--- config.mk ---
export PLATFORM = sky130hd
export DESIGN_NAME = pulse_threshold_hit_finder_core
export DESIGN_NICKNAME = d
export VERILOG_FILES = /design/src/pthf_pkg.sv /design/src/pulse_threshold_hit_finder_core.sv
export SDC_FILE = /design/constraint.sdc
export NUM_CORES = 1
export LEC_CHECK = 0
export ABC_AREA = 1
export BUFFER_PORTS_ARGS = -buffer_cell sky130_fd_sc_hd__buf_2
export CAP_MARGIN = 15
export CORE_ASPECT_RATIO = 1.25
export CORE_MARGIN = 1
export CORE_UTILIZATION = 45
export DETAILED_ROUTE_END_ITERATION = 6
export GPL_ROUTABILITY_DRIVEN = 0
export PLACE_DENSITY = 0.61
export REMOVE_ABC_BUFFERS = 1
export SYNTH_ARGS = -nofsm -noshare
export SYNTH_HDL_FRONTEND = slang
export SYNTH_SLANG_ARGS = --single-unit
--- constraint.sdc ---
create_clock -name aclk -period 7.9 [get_ports aclk]
set_input_delay 0.79 -clock aclk [delete_from_list [all_inputs] [get_ports aclk]]
set_output_delay 0.79 -clock aclk [all_outputs]
set_load 0.05 [all_outputs]
--- src/pthf_pkg.sv ---
// Package: shared constants for the threshold pulse hit finder.
package pthf_pkg;

    // Field widths
    localparam int SAMPLE_BITS  = 16;
    localparam int INDEX_BITS   = 12;
    localparam int LENGTH_BITS  = 13;
    localparam int CHARGE_BITS  = 32;
    localparam int QUIET_BITS   = 4;
    localparam int CFG_IDX_BITS = 1;
    localparam int CFG_DATA_BITS = 16;

    // Default waveform length limit
    localparam int MAX_SAMPLES_DEF = 4096;

    // Samples summed ahead of the opening sample
    localparam int PRE_SAMPLES = 2;

    // Quiet-run counter saturation value
    localparam logic [QUIET_BITS-1:0] QUIET_MAX = 4'd15;

    // Register reset values
    localparam logic signed [SAMPLE_BITS-1:0] THRESHOLD_RST    = '0;
    localparam logic [QUIET_BITS-1:0]         QUIET_LENGTH_RST = 4'd4;

    // Configuration register indexes
    localparam logic [CFG_IDX_BITS-1:0] CFG_THRESHOLD    = 1'd0;
    localparam logic [CFG_IDX_BITS-1:0] CFG_QUIET_LENGTH = 1'd1;

endpackage

--- src/pulse_threshold_hit_finder_core.sv ---
// Top level: threshold pulse hit finder, one sample per cycle while no hit waits on m_ready.
//
// Takes one waveform sample per transaction and reports a hit transaction on
// the sample that closes it: opening index, start index (two samples earlier,
// floored at zero), length and 32-bit wrapping charge. The block sustains one
// sample per clock; a sample goes through an input register and the hit logic
// into a result register, which presents each hit on m_valid. The result
// register is the only thing that can hold the input back: while a hit waits
// on m_ready, the sample behind it stalls.
// Configuration writes (threshold, quiet length) are to be made while idle.
module pulse_threshold_hit_finder_core #(
    parameter int MAX_SAMPLES = pthf_pkg::MAX_SAMPLES_DEF
) (
    input  logic                                     aclk,
    input  logic                                     aresetn,
    // configuration write port
    input  logic                                     cfg_wr_en,
    input  logic [pthf_pkg::CFG_IDX_BITS-1:0]        cfg_index,
    input  logic [pthf_pkg::CFG_DATA_BITS-1:0]       cfg_data,
    // sample input
    input  logic                                     s_valid,
    output logic                                     s_ready,
    input  logic signed [pthf_pkg::SAMPLE_BITS-1:0]  s_sample,
    input  logic                                     s_waveform_last,
    // hit output
    output logic                                     m_valid,
    input  logic                                     m_ready,
    output logic [pthf_pkg::INDEX_BITS-1:0]          m_cross_index,
    output logic [pthf_pkg::INDEX_BITS-1:0]          m_start_index,
    output logic [pthf_pkg::LENGTH_BITS-1:0]         m_length,
    output logic signed [pthf_pkg::CHARGE_BITS-1:0]  m_charge
);

    localparam int SB    = pthf_pkg::SAMPLE_BITS;
    localparam int CB    = pthf_pkg::CHARGE_BITS;
    localparam int QB    = pthf_pkg::QUIET_BITS;
    localparam int IB    = pthf_pkg::INDEX_BITS;
    localparam int LB    = pthf_pkg::LENGTH_BITS;
    localparam int IDX_W = $clog2(MAX_SAMPLES);
    localparam logic [IDX_W:0]   MAX_W = (IDX_W+1)'(MAX_SAMPLES);
    localparam logic [IDX_W-1:0] PRE_W = IDX_W'(pthf_pkg::PRE_SAMPLES);

    // Configuration registers
    logic signed [SB-1:0] threshold_reg;
    logic [QB-1:0]        quiet_length_reg;

    // Input register
    logic                 in_vld_reg;
    logic signed [SB-1:0] in_sample_reg;
    logic                 in_last_reg;

    // Hit state
    logic [IDX_W-1:0]     count_reg, count_next;
    logic signed [SB-1:0] hist0_reg, hist0_next;
    logic signed [SB-1:0] hist1_reg, hist1_next;
    logic                 hit_open_reg, hit_open_next;
    logic [QB-1:0]        quiet_reg, quiet_next;
    logic [CB-1:0]        charge_reg, charge_next;
    logic [IDX_W-1:0]     open_idx_reg, open_idx_next;
    logic [IDX_W-1:0]     first_idx_reg, first_idx_next;
    logic                 skip_reg, skip_next;

    // Result register
    logic                 out_vld_reg;
    logic [IB-1:0]        out_cross_reg;
    logic [IB-1:0]        out_start_reg;
    logic [LB-1:0]        out_length_reg;
    logic [CB-1:0]        out_charge_reg;

    // Hit logic intermediates
    logic                 advance;
    logic                 open_now, track, above, quiet_close, emit;
    logic [QB-1:0]        q_base, q_new;
    logic [CB-1:0]        charge_base, sample_ext;
    logic [IDX_W-1:0]     open_use, first_use, first_at_open;
    logic [IDX_W:0]       count_inc, span;
    logic [IB+IDX_W-1:0]  cross_ext, start_ext;
    logic [LB+IDX_W:0]    len_ext;

    // Handshake: process the held sample when the result slot is free
    assign advance = in_vld_reg && (!out_vld_reg || m_ready);
    assign s_ready = !in_vld_reg || advance;

    // Write configuration registers
    always_ff @(posedge aclk) begin
        if (!aresetn) begin
            threshold_reg    <= pthf_pkg::THRESHOLD_RST;
            quiet_length_reg <= pthf_pkg::QUIET_LENGTH_RST;
        end else if (cfg_wr_en) begin
            case (cfg_index)
                pthf_pkg::CFG_THRESHOLD:    threshold_reg    <= SB'(cfg_data);
                pthf_pkg::CFG_QUIET_LENGTH: quiet_length_reg <= QB'(cfg_data);
                default: ;
            endcase
        end
    end

    // Capture the input transaction
    always_ff @(posedge aclk) begin
        if (!aresetn) begin
            in_vld_reg <= 1'b0;
        end else if (s_ready) begin
            in_vld_reg <= s_valid;
        end
    end

    always_ff @(posedge aclk) begin
        if (s_ready && s_valid) begin
            in_sample_reg <= s_sample;
            in_last_reg   <= s_waveform_last;
        end
    end

    // Hit detection, quiet-run tracking and charge accumulation
    always_comb begin
        sample_ext = CB'(in_sample_reg);
        open_now   = !hit_open_reg && !skip_reg && (in_sample_reg >= threshold_reg);
        track      = hit_open_reg || open_now;
        above      = in_sample_reg > threshold_reg;

        // seed the sum with the two previous samples on opening
        charge_base = hit_open_reg ? charge_reg : (CB'(hist0_reg) + CB'(hist1_reg));

        q_base = hit_open_reg ? quiet_reg : '0;
        if (above) begin
            q_new = '0;
        end else if (q_base < pthf_pkg::QUIET_MAX) begin
            q_new = q_base + 1'b1;
        end else begin
            q_new = q_base;
        end
        quiet_close = q_new >= quiet_length_reg;
        emit        = track && (quiet_close || in_last_reg);

        first_at_open = (count_reg >= PRE_W) ? (count_reg - PRE_W) : '0;
        open_use      = open_now ? count_reg : open_idx_reg;
        first_use     = open_now ? first_at_open : first_idx_reg;

        // window length modulo the index range
        if (count_reg >= first_use) begin
            span = {1'b0, count_reg} - {1'b0, first_use};
        end else begin
            span = {1'b0, count_reg} + MAX_W - {1'b0, first_use};
        end
        len_ext   = {{LB{1'b0}}, span} + 1'b1;
        cross_ext = {{IB{1'b0}}, open_use};
        start_ext = {{IB{1'b0}}, first_use};

        // advance the index with wrap at the limit
        count_inc = {1'b0, count_reg} + 1'b1;

        // default next state
        charge_next    = track ? (charge_base + sample_ext) : charge_reg;
        open_idx_next  = open_use;
        first_idx_next = first_use;
        hist1_next     = hist0_reg;
        hist0_next     = in_sample_reg;
        count_next     = (count_inc >= MAX_W) ? '0 : count_inc[IDX_W-1:0];
        skip_next      = emit && quiet_close;
        if (emit) begin
            hit_open_next = 1'b0;
            quiet_next    = '0;
        end else if (track) begin
            hit_open_next = 1'b1;
            quiet_next    = q_new;
        end else begin
            hit_open_next = hit_open_reg;
            quiet_next    = quiet_reg;
        end

        // drop per-waveform state at the end of the waveform
        if (in_last_reg) begin
            count_next    = '0;
            hist0_next    = '0;
            hist1_next    = '0;
            hit_open_next = 1'b0;
            quiet_next    = '0;
            skip_next     = 1'b0;
        end
    end

    // Hold hit state
    always_ff @(posedge aclk) begin
        if (!aresetn) begin
            count_reg     <= '0;
            hist0_reg     <= '0;
            hist1_reg     <= '0;
            hit_open_reg  <= 1'b0;
            quiet_reg     <= '0;
            charge_reg    <= '0;
            open_idx_reg  <= '0;
            first_idx_reg <= '0;
            skip_reg      <= 1'b0;
        end else if (advance) begin
            count_reg     <= count_next;
            hist0_reg     <= hist0_next;
            hist1_reg     <= hist1_next;
            hit_open_reg  <= hit_open_next;
            quiet_reg     <= quiet_next;
            charge_reg    <= charge_next;
            open_idx_reg  <= open_idx_next;
            first_idx_reg <= first_idx_next;
            skip_reg      <= skip_next;
        end
    end

    // Result register
    always_ff @(posedge aclk) begin
        if (!aresetn) begin
            out_vld_reg <= 1'b0;
        end else if (advance) begin
            out_vld_reg <= emit;
        end else if (m_ready) begin
            out_vld_reg <= 1'b0;
        end
    end

    always_ff @(posedge aclk) begin
        if (advance && emit) begin
            out_cross_reg  <= cross_ext[IB-1:0];
            out_start_reg  <= start_ext[IB-1:0];
            out_length_reg <= len_ext[LB-1:0];
            out_charge_reg <= charge_next;
        end
    end

    assign m_valid       = out_vld_reg;
    assign m_cross_index = out_cross_reg;
    assign m_start_index = out_start_reg;
    assign m_length      = out_length_reg;
    assign m_charge      = out_charge_reg;

endmodule
* Word level (Yosys, flattened, before mapping)
Cells that the tools add are included.
** Storage, ports and cells
- Memory bits (read-only) :: 0
- Register bits after elaboration :: 214
- Word-level logic and storage cells :: 78
- Latch bits :: 0
- Memory bits (writable) :: 0
- Memories :: 0
** Operators by class
- Reduce and logical (&&, ||, !) cells :: 20
- Shifts and indexed selects :: 0
- Equality and inequality tests :: 0
- Bitwise gates (word level) :: 1
- Multipliers :: 0
- Mux-type cells :: 22
- Order comparisons :: 7
- Divide/modulo/power cells :: 0
- Add/sub/neg operators :: 9
** Operators by type and width (count)
- two-way mux 32 bit :: 2
- two-way mux 12 bit :: 5
- adder 32 bit :: 1
- two-way mux 16 bit :: 2
- two-way mux 4 bit :: 6
- adder 16 x 16 -> 17 bit :: 1
- greater-or-equal comparator 16 bit :: 1
- greater-than comparator 16 bit :: 1
- adder 12 x 1 -> 13 bit, second input constant :: 1
- adder 12 x 13 -> 13 bit, second input constant :: 1
- adder 13 x 1 -> 13 bit, second input constant :: 1
- greater-or-equal comparator 13 bit, second input constant :: 1
- two-way mux 13 bit :: 1
- subtractor 12 x 12 -> 13 bit :: 1
- subtractor 13 x 12 -> 13 bit :: 1
- greater-or-equal comparator 12 bit :: 1
- greater-or-equal comparator 12 x 2 -> 1 bit, second input constant :: 1
- subtractor 12 x 2 -> 12 bit, second input constant :: 1
- logical AND 1 bit :: 7
- two-way mux 1 bit :: 6
- AND reduction 2 bit :: 3
- adder 4 x 1 -> 4 bit, second input constant :: 1
- greater-or-equal comparator 4 bit :: 1
- zero test 1 bit :: 4
- other kinds (5) :: 8

* Depth between registers and ports, before layout
Gate-level depths: netlist of the first run.
- Depth after elaboration :: 9
- Depth in mapped cells :: 35
- Mapped depth without buffers :: 35

* Worst setup path after synthesis of the first run
OpenSTA, ideal clock, no wires.
- Path type :: register to register
- From :: reg in_sample_reg[15]
- To :: reg out_charge_reg[0] (netlist: m_charge[0]), enable pin
- Stages on the path, launching flop included :: 17
- Slack :: 2.066 ns
- Arrival time :: 5.335 ns
- Data required time :: 7.402 ns
- Path buffers :: 0
- Clock period less this slack :: 5.834 ns
- Cell sequence :: edfxtp_1 ha_1 a21oi_1 o21ai_1 nor2_1 nand3_1 nand2_1 nand2_1 o211ai_1 inv_1 ha_1 inv_1 nor2_1 o211ai_1 nand3_1 nor2_1 nor2_1
** Between the ends
- Word-level cells in the longest chain between the ends :: 6
- Elaborated cells between the ends (all ways) :: 9
- Those cells by class :: order compare: 3; mux: 1; reduce/logical: 5
** RTL lines
- start: declaration :: RTL line pulse_threshold_hit_finder_core.sv:49 : logic signed [SB-1:0] in_sample_reg;
- start signal: assignment :: RTL line pulse_threshold_hit_finder_core.sv:109 : in_sample_reg <= s_sample;
- greater-than comparator 16 bit :: RTL line pulse_threshold_hit_finder_core.sv:119 : above = in_sample_reg > threshold_reg;
- two-way mux 4 bit :: RTL line pulse_threshold_hit_finder_core.sv:125 : if (above) begin
- greater-or-equal comparator 4 bit :: RTL line pulse_threshold_hit_finder_core.sv:132 : quiet_close = q_new >= quiet_length_reg;
- logical OR 1 bit :: RTL line pulse_threshold_hit_finder_core.sv:133 : emit = track && (quiet_close || in_last_reg);
- logical AND 1 bit (*) :: RTL line pulse_threshold_hit_finder_core.sv:133
- logical AND 1 bit (*) :: RTL line pulse_threshold_hit_finder_core.sv:219 : if (advance && emit) begin
- end signal: assignment :: RTL line pulse_threshold_hit_finder_core.sv:223 : out_charge_reg <= charge_next;
- end: declaration :: RTL line pulse_threshold_hit_finder_core.sv:68 : logic [CB-1:0] out_charge_reg;
Mark *: on every way between the ends. The rest lies on a longest branch, timed or not.
A chain may end at the register's enable or synchronous reset.

* Worst setup path after layout of the first run
- From :: reg in_sample_reg[15]
- To :: reg out_charge_reg[18] (netlist: m_charge[18]), enable pin
The elaborated chain is that of the path after synthesis.

==> results of run 1 <==
[cell usage after synthesis, types with 2 or more instances]
| master | instances |
|---|---|
| o21bai_1 | 7 |
| inv_2 | 8 |
| clkbuf_1 | 42 |
| edfxtp_1 | 86 |
| a21oi_1 | 156 |
| xnor2_1 | 17 |
| a21boi_0 | 2 |
| inv_1 | 201 |
| o21ai_1 | 4 |
| nand4_1 | 8 |
| a221oi_1 | 3 |
| o21ai_0 | 150 |
| a211oi_1 | 15 |
| nand3_2 | 16 |
| nor2_1 | 149 |
| o211ai_1 | 9 |
| clkinv_1 | 3 |
| fa_1 | 3 |
| nor2_2 | 7 |
| nand2_2 | 17 |
| a21o_1 | 2 |
| dfxtp_1 | 128 |
| nor2_4 | 5 |
| nor3_1 | 17 |
| nand3_1 | 57 |
| nor3b_1 | 2 |
| nand3_4 | 2 |
| ha_1 | 80 |
| o21a_1 | 2 |
| a31oi_1 | 2 |
| nand2_1 | 354 |
| xor2_1 | 28 |
| or2_2 | 2 |
| nand2_4 | 6 |
| buf_2 | 7 |
[worst max-delay path by stage]
stage                 startpoint          endpoint  slack, ns
4_1_cts        in_sample_reg[15]  m_start_index[7]       2.67
5_1_grt             hist0_reg[2]    charge_reg[30]       2.14
3_3_place_gp   in_sample_reg[15]  m_cross_index[5]       2.72
6_report       in_sample_reg[15]      m_charge[18]       2.75
2_1_floorplan  in_sample_reg[15]       m_charge[0]       0.57
3_5_place_dp   in_sample_reg[15]  m_start_index[2]       2.68
[logic make-up (layout without fill, tap and decap cells)]
logic type | Yosys count | count (layout)
and+or+nand+nor | 644 | 644
AOI/OAI and AO/OA | 357 | 357
buffers and inverters | 265 | 375
DFF | 214 | 214
adders and majority gates | 83 | 83
xor gates and xnor gates | 46 | 46
muxes | 1 | 1
[final cells by class]
cell class	instances	area, sq um
clock inverters	8	62.6
repair buffers	120	628
inverters	212	796
clock buffers	35	704
fillers	2602	12900
multi-input cells	1131	6230
well taps	345	432
flip-flops and latches	214	5140
[stage by stage]
stage | power [W] | setup WS [ns] | hold slack (ns) | area, sq um | utilization (%)
6_report | 0.00304 | 2.75 | 0.440 | 14000 | 52.0
5_1_grt | 0.00321 | 2.14 | 0.427 | 14000 | 52.0
4_1_cts | 0.00307 | 2.67 | 0.422 | 14000 | 52.0
3_5_place_dp | 0.00198 | 2.68 | 0.456 | 13200 | 49.2
3_3_place_gp | 0.00197 | 2.72 | 0.450 | 13200 | 49.2
2_1_floorplan | 0.00179 | 0.571 | 0.435 | 12200 | -
[metal layers]
metal | global-route usage, % | part of all wire, % | vias up
met5 | 0 | 0 | -
met4 | 7.19 | 2.7 | 0
met3 | 2.39 | 4.2 | 56
li1 | - | - | 5480
met1 | 24.5 | 40 | 4883
met2 | 42.3 | 53 | 221
[power groups by stage]
stage | clock network, W | logic [W] | registers, W
after floorplan | 0 | 0.000451 | 0.00134
after global placement | 0 | 0.000683 | 0.00128
after detailed placement | 0 | 0.000692 | 0.00128
after CTS | 0.00112 | 0.000694 | 0.00126
after global routing | 0.00116 | 0.000779 | 0.00127
final | 0.00109 | 0.000691 | 0.00126
==> results.ini, run 1 <==
[floorplan]
fp.dieW_um = 150
rows = 67
die_h_um = 187
core_sq_um = 26900
start_util_pct = 46.0
pin_count = 110
dieArea_sq_um = 28200

[synth]
ys_async_sr_fraction_pct = 0
synth_top_family_by_area = simple AND/OR/NAND/NOR gates
synth_compound_area_share_pct = 15.4
netlist_instances = 1610
netlist.top_cell.by_area = edfxtp_1
synth_area_leaders = edfxtp_1 21%, dfxtp_1 21%, nand2_1 11%
synth_xor_area_share_pct = 3.31
synthMuxAreaShare_pct = 0.0808
yosys.area_share.simple_pct = 22.8
syn_avg_cell_area_sq_um = 7.69
synth_warnings = 0
synth_seq_area_share_pct = 41.6
synth-adder-area-share_pct = 8.57
synth_top_area_share_pct = 20.9
synth_ff_type = dfxtp_1
ys_seq_elements = 214
synth-edff-count = 86
synthesis.area_sq_um = 12400
ys_types = 48

[setup_path]
end_kind = flip-flop
r2r-start = in_sample_reg[15]
r2r_end = m_charge[18]
rrSetupSlack_ns = 2.75
worst-path-buf-inv = 6
cp_slowest_cell = nor2_4
critPathRequiredTime_ns = 8.06
slowest_delay_ns = 0.82
cp_max_fo = 38
worst-setup-path-type = flip-flop to flip-flop
cp.depth = 17
worst-r2r-cell-count = 17
crit_chain = buf_4 -> ha_1 -> nand4_1 -> nor2_1 -> nand2_1 -> nand2_1 -> nand2_1 -> nand3_2 -> nand2_4 -> inv_2 -> nor2_2 -> buf_4 -> nor2_2 -> clkinv_1 -> buf_4 -> nor2_4 -> buf_4
crit_path_frequent_cell = buf_4
crit_family = simple AND/OR/NAND/NOR gates
startpoint_type = flip-flop
worstPathArrival_ns = 5.31

[timing]
rsz0062_at_grt = no
final.setup_skew_ns = 0.0110
worstMarginPinSlew_ns = 1.10
hold_violations = 0
tns_ns = 0
fin_crit_sh_pct = 65.1
min_period_ns = 5.15
maxSlewHeadroom_pct = 26.7
slew_viol_final = 0
finalSetupViolCount = 0
fmax_mhz = 194

[clocking]
clk_pin_slew_ns = 0.06
postCtsHoldBufs = 0
post-cts-setup-buffer-count = 0
ctsResizeCount = 0
clockBufferDepth = 3
h-tree-depth = 1
cts.sinks = 214
cts_tree = done
insertion_delay_ns = 0.53
cts_root_buf = clkbuf_16
numCtsBuffers = 24

[min_path]
worstHoldStart = s_sample[5]
min_path_type = input pin to flip-flop
hold_depth = 1
hold_end = in_sample_reg[5]

[pwr]
p_int_w = 0.00209
combPwrFrac_pct = 22.7
p_seq_share_pct = 41.4
pwr-share-clk_pct = 35.8
switching_share_pct = 31.5
p_sw_w = 0.000958
vdd_ir_drop_max_mv = 0.263
power.leakage_nw = 6.43
pwr_density_cell_nw_per_um2 = 217

[placed_design]
placed_cells = 2022
hpwl_mm = 22.1
port_buffers = 109

[cells_and_area]
final_common_cell = nand2_1
drive_gt1_share_pct = 12.8
antennaDiodeCount = 0
fin_cells = 2065
nNetsFinal = 1825
final_cell_mix = 353 x nand2_1, 200 x inv_1, 156 x a21oi_1, 150 x o21ai_0, 147 x nor2_1
syn2layout_area_growth_pct = 13.0

[routing]
num_vias = 10600
antenna_left = 0
vias_per_cell = 5.15
wl_per_cell_um = 14.7
routed_wl_mm = 30.3
firstDrtPassIters = 5
first_iter_violations = 589
drc = 0

[global_route]
grt_pass1_wl_mm = 49.5
gr-total-overflow = 0
grt_max_degree = 60
track_usage_pct = 22.0
grt_pass1_vias = 10200
antenna_found_initial = 0

[run_status]
status = complete, no violations

[run]
cap_violations = 0

No activity file was read; power rests on OpenSTA's default activity.
==> run 2, diff against run 1 <==
- clock period: 7.9 -> 4.9 ns (I/O delays scaled with it)
==> run 2 against run 1 <==
  * Sequential cell count stayed put
  * Largest power group unchanged
  * Critical path depth grew 19
  * Final area grew 1.6%
  * Die area is the same
  * Global-route usage rose by 0.26 points
  * Via count increased by 0.59%
  * Core utilization up 0.81 points
  * Setup slack got worse by 2.3 ns
  * Sequential power grew 61%
  * Non-clock buffer count up 19
  * Hold slack lost 0.29 ns
  * Sequential share of layout area down 0.55 points
==> results.ini, run 2 (same netlist as run 1, synthesis figures left out) <==
[run_status]
status = complete, no violations

[floorplan]
core_sq_um = 26900
fp.dieW_um = 150
rows = 67
die_h_um = 187
pin_count = 110
dieArea_sq_um = 28200
start_util_pct = 46.0

[cells_and_area]
final_common_cell = nand2_1
antennaDiodeCount = 0
syn2layout_area_growth_pct = 14.8
drive_gt1_share_pct = 15.7
nNetsFinal = 1843
final_util_pct = 52.8
fill_cells = 2546
final_cell_mix = 346 x nand2_1, 198 x inv_1, 148 x a21oi_1, 146 x nor2_1, 141 x o21ai_0
fin_cells = 2082
fin_area_sq_um = 14200

[timing]
worstMarginPinSlew_ns = 1.08
final.setup_skew_ns = 0.0138
finalSetupViolCount = 0
fmax_mhz = 223
slew_viol_final = 0
fin_crit_sh_pct = 91.3
hold_violations = 0
min_period_ns = 4.48
maxSlewHeadroom_pct = 27.4

[setup_path]
crit_end = m_charge[30]
rrSetupSlack_ns = 0.42
startpoint = hist0_reg[2]
r2r_end = m_charge[30]
worstPathArrival_ns = 4.70
end_kind = flip-flop
cp_max_fo = 5
worst-r2r-cell-count = 36
worst-setup-path-type = flip-flop to flip-flop
crit_path_frequent_cell = nand2_1
startpoint_type = flip-flop
critPathRequiredTime_ns = 5.13
cp_slowest_cell = dfxtp_1
r2r-start = hist0_reg[2]
slowest_delay_ns = 0.40

[routing]
routed_wl_mm = 30.9
firstDrtPassIters = 6
num_vias = 10700
drc = 0
first_iter_violations = 570
wl_per_cell_um = 14.8
antenna_left = 0
vias_per_cell = 5.14

[clocking]
cts.sinks = 214
cts_root_buf = clkbuf_16
cts_tree = done
postCtsHoldBufs = 0
insertion_delay_ns = 0.51
numCtsBuffers = 23
clockBufferDepth = 3
clk_pin_slew_ns = 0.07
h-tree-depth = 1

[run]
cap_violations = 0

[global_route]
grt_pass1_wl_mm = 49.9
antenna_found_initial = 0
gr-total-overflow = 0
grt_pass1_vias = 10200
grt_max_degree = 74
track_usage_pct = 22.3

[placed_design]
placed_cells = 2035
port_buffers = 109
dpl_cell_area_sq_um = 13300
hpwl_mm = 22.0

[pwr]
power.leakage_nw = 6.51
vdd_ir_drop_max_mv = 0.255
pwr_density_cell_nw_per_um2 = 337
p_total_w = 0.00479

[min_path]
min_path_type = input pin to flip-flop

[run 2: cell types whose count changed in the layout (fill, tap and decap cells not counted), moves of 6 or more]
| cell | before | now |
|---|---|---|
| a21oi_1 | 156 | 148 |
| nand2_2 | 18 | 25 |
| o21ai_0 | 150 | 141 |
| buf_4 | 11 | 29 |
| o21ai_1 | 4 | 10 |
| nand2_1 | 353 | 346 |
| a21oi_2 | 0 | 8 |
[run 2: how the worst min path moves through the flow]
stage / from / cells past startpoint / endpoint
6_report: s_sample[6] / 1 / in_sample_reg[6]
3_3_place_gp: threshold_reg[15] / 2 / threshold_reg[15]
5_1_grt: s_sample[7] / 1 / in_sample_reg[7]
4_1_cts: s_sample[3] / 1 / in_sample_reg[3]
3_5_place_dp: threshold_reg[15] / 2 / threshold_reg[15]
2_1_floorplan: quiet_length_reg[1] / 2 / quiet_length_reg[1]
[run 2: cell type report]
cell class | count | area, sq um | share of cell area [%]
clock buffers | 34 | 648 | 4.56
clock inverters | 7 | 38.8 | 0.273
inverters | 212 | 796 | 5.60
multi-input cells | 1131 | 6370 | 44.8
flip-flops and latches | 214 | 5150 | 36.2
well taps | 345 | 432 | 3.04
repair buffers | 139 | 783 | 5.51
[run 2: critical path: cells and delay by family (launching register included)]
kind | cells | cell delay [ns]
AOI/OAI and AO/OA | 12 | 1.46
and+or+nand+nor | 18 | 1.34
adders and majority gates | 2 | 0.55
DFF | 1 | 0.40
buffers and inverters | 3 | 0.27
xor gates and xnor gates | 1 | 0.15
[run 2: repair_timing]
| item | CTS | global route |
|---|---|---|
| setup buffers | 0 | 6 |
| endpoints found under the setup margin | 0 | 27 |
| gates resized for setup | 0 | 44 |
[run 2: stage by stage]
stage                     hold WS [ns]  setup WS [ns]  TNS [ns]
after floorplan                  0.435          -2.43   -169.94
after detailed placement         0.455         0.0969         0
after global placement           0.449          0.158         0
final                            0.154          0.425         0
after CTS                        0.133         0.0578         0
after global routing             0.127        -0.0247   -0.0377
[run 2: power breakdown]
group | total (W) | switching (W) | leakage (nW) | internal, W
sequential | 0.00203 | 0.0000485 | 1.84 | 0.00199
combinational | 0.00115 | 0.000790 | 4.33 | 0.000357
clock | 0.00161 | 0.000694 | 0.331 | 0.000915
total | 0.00479 | 0.00153 | 6.51 | 0.00326
[run 2: per-layer routing]
layer / global-route usage, % / up-vias / share of wire, %
met5: 0 / - / 0
met4: 8.86 / 0 / 3.6
met3: 2.51 / 68 / 4.5
met2: 41.2 / 257 / 51
met1: 25.5 / 4861 / 41
li1: - / 5517 / -
==> run 3, diff against run 2 <==
- ABC_AREA: 1 -> 0
==> run 3 against run 2 <==
  * The flow now finishes with violations (setup timing)
  * Largest cell class unchanged
  * First-iteration DRC count decreased by 3.2%
  * Critical path type unchanged
  * Clock skew about the same
  * Clock power increased by 14%
  * Final area increased by 14%
  * Total power increased by 4.8%
  * Synthesized area increased by 2.0%
  * Largest power group unchanged
  * Wire length increased by 7.0%
  * Core utilization increased by 6.2 points
==> results.ini, run 3 <==
[timing]
finalSetupViolCount = 17
final.setup_skew_ns = 0.0137
fin_ws_ns = -0.404
worstMarginPinSlew_ns = 1.02
hold_violations = 0
min_period_ns = 5.30
slew_viol_final = 0
fin_crit_sh_pct = 108
rsz0062_at_grt = yes
maxSlewHeadroom_pct = 31.8
hold_ws_ns = 0.137
tns_ns = -2.99
fmax_mhz = 189

[pwr]
power.leakage_nw = 6.87
vdd_ir_drop_max_mv = 0.267
pwr_density_cell_nw_per_um2 = 309

[clocking]
cts.sinks = 214
cts_tree = done
h-tree-depth = 1
numCtsBuffers = 24
cts_root_buf = clkbuf_16
clockBufferDepth = 3
insertion_delay_ns = 0.53
clk_pin_slew_ns = 0.06
postCtsHoldBufs = 0

[routing]
first_iter_violations = 552
antenna_left = 0
firstDrtPassIters = 6
routed_wl_mm = 33.0
wl_per_cell_um = 16.4
num_vias = 10700
drc = 0
vias_per_cell = 5.32

[run]
cap_violations = 0

[global_route]
grtUsageMet2_pct = 40.8
use_met1_pct = 28.0
grt_pass1_wl_mm = 53.6
use_met3_pct = 2.40
track_usage_pct = 22.8
antenna_found_initial = 0
grt_max_degree = 80
gr-max-usage-layer = met2
grt_pass1_vias = 10700
gr-total-overflow = 0

[setup_path]
cp_max_fo = 3
crit_path_frequent_cell = o21ai_2
critPathRequiredTime_ns = 5.18
worst-setup-path-type = flip-flop to flip-flop
slowest_delay_ns = 0.39
startpoint_type = flip-flop
cp_slowest_cell = a2111o_1
worstPathArrival_ns = 5.59
end_kind = flip-flop

[cells_and_area]
fill_cells = 2441
drive_gt1_share_pct = 28.8
fin_cells = 2020
final_cell_mix = 214 x nand2_1, 173 x buf_4, 124 x dfxtp_1, 108 x buf_2, 86 x edfxtp_1
regArea_sq_um = 5150
multiInputGateArea_sq_um = 7480
final_common_cell = nand2_1
syn2layout_area_growth_pct = 28.8
nNetsFinal = 1774
antennaDiodeCount = 0
fin_area_sq_um = 16300

[placed_design]
hpwl_mm = 22.2
dp_slack_ns = -0.843
dpl_cell_area_sq_um = 14400
port_buffers = 109
placed_cells = 1924

[synth]
synth.most_common_cell = nand2_1
synthesis.area_sq_um = 12600
ys_types = 86
synth_warnings = 0
ys_seq_elements = 214
synth-edff-count = 86
synth_area_leaders = edfxtp_1 20%, dfxtp_1 20%, ha_1 7.9%
synth_common_cells = 218 x nand2_1, 128 x dfxtp_1, 87 x a21boi_0, 87 x nor2_1, 86 x edfxtp_1
synth_top_area_share_pct = 20.4
syn_avg_cell_area_sq_um = 9.02
synth_seq_area_share_pct = 40.7
synth_ff_type = dfxtp_1
netlist_instances = 1400
ys_async_sr_fraction_pct = 0
netlist.top_cell.by_area = edfxtp_1

[floorplan]
start_util_pct = 45.8
die_h_um = 189
dieArea_sq_um = 28700
rows = 68
fp.dieW_um = 152
pin_count = 110
core_sq_um = 27600

[min_path]
min_path_type = input pin to flip-flop

[run_status]
status = complete, but fails checks
violations = setup timing

==> run 3: critical path: cells and delay by family (launching register included) <==
kind                     cells  cell delay (ns)
buffers and inverters        4             0.38
AO/OA/AOI/OAI               16             2.68
adder cells (fa/ha/maj)      3             0.82
multiplexers                 1             0.26
AND/OR/NAND/NOR              2             0.28
XOR/XNOR                     2             0.30
flip-flops                   1             0.35
==> run 3: final timing paths <==
check | depth (start not counted) | slack [ns] | end | start
min reg2reg | 2 | 0.46 | charge_reg[30] | charge_reg[30]
max reg2reg | 28 | -0.40 | m_charge[25] | hist0_reg[0]
max | 28 | -0.40 | m_charge[25] | hist0_reg[0]
min | 1 | 0.14 | in_sample_reg[9] | s_sample[9]
==> run 3: final cells by class <==
cell class,count,area share (%)
Multi-Input combinational cell,1025,46.0
Sequential cell,214,31.7
Timing Repair Buffer,300,12.7
Clock buffer,33,4.28
Tap cell,350,2.69
Inverter,87,2.01
Clock inverter,11,0.661
==> run 3: cells by family after synthesis <==
kind of cell | Yosys count | synth area share, %
AO/OA/AOI/OAI | 335 | 18.4
XOR/XNOR | 74 | 5.42
adder cells (fa/ha/maj) | 84 | 8.48
buffers and inverters | 161 | 4.96
flip-flops | 214 | 40.7
multiplexers | 36 | 3.24
AND/OR/NAND/NOR | 496 | 18.8
==> run 3: routing by layer <==
metal | vias up | share of wire [%] | routed length, um
met1 | 5091 | 45 | 14700
met3 | 66 | 2.7 | 887
met2 | 171 | 49 | 16300
met5 | - | 0 | 0
li1 | 5414 | - | -
met4 | 0 | 3.3 | 1080
==> run 3: what timing repair did <==
item	CTS	global route
gates resized for setup	54	110
hold endpoints to repair	0	0
setup endpoints to repair	32	91
buffers inserted	35	21
pin swaps	24	57
==> run 3: stage by stage <==
stage               util [%]  power (W)
floorplan                  -    0.00270
CTS                     56.6    0.00496
global route            59.0    0.00524
global placement        52.3    0.00304
detailed placement      52.3    0.00306
finish                  59.0    0.00502
==> run 3: where the power goes <==
group / switching (W) / leakage [nW] / internal, W / total (W)
clock: 0.000739 / 0.394 / 0.00110 / 0.00183
sequential: 0.0000445 / 1.85 / 0.00196 / 0.00201
combinational: 0.000660 / 4.62 / 0.000522 / 0.00118
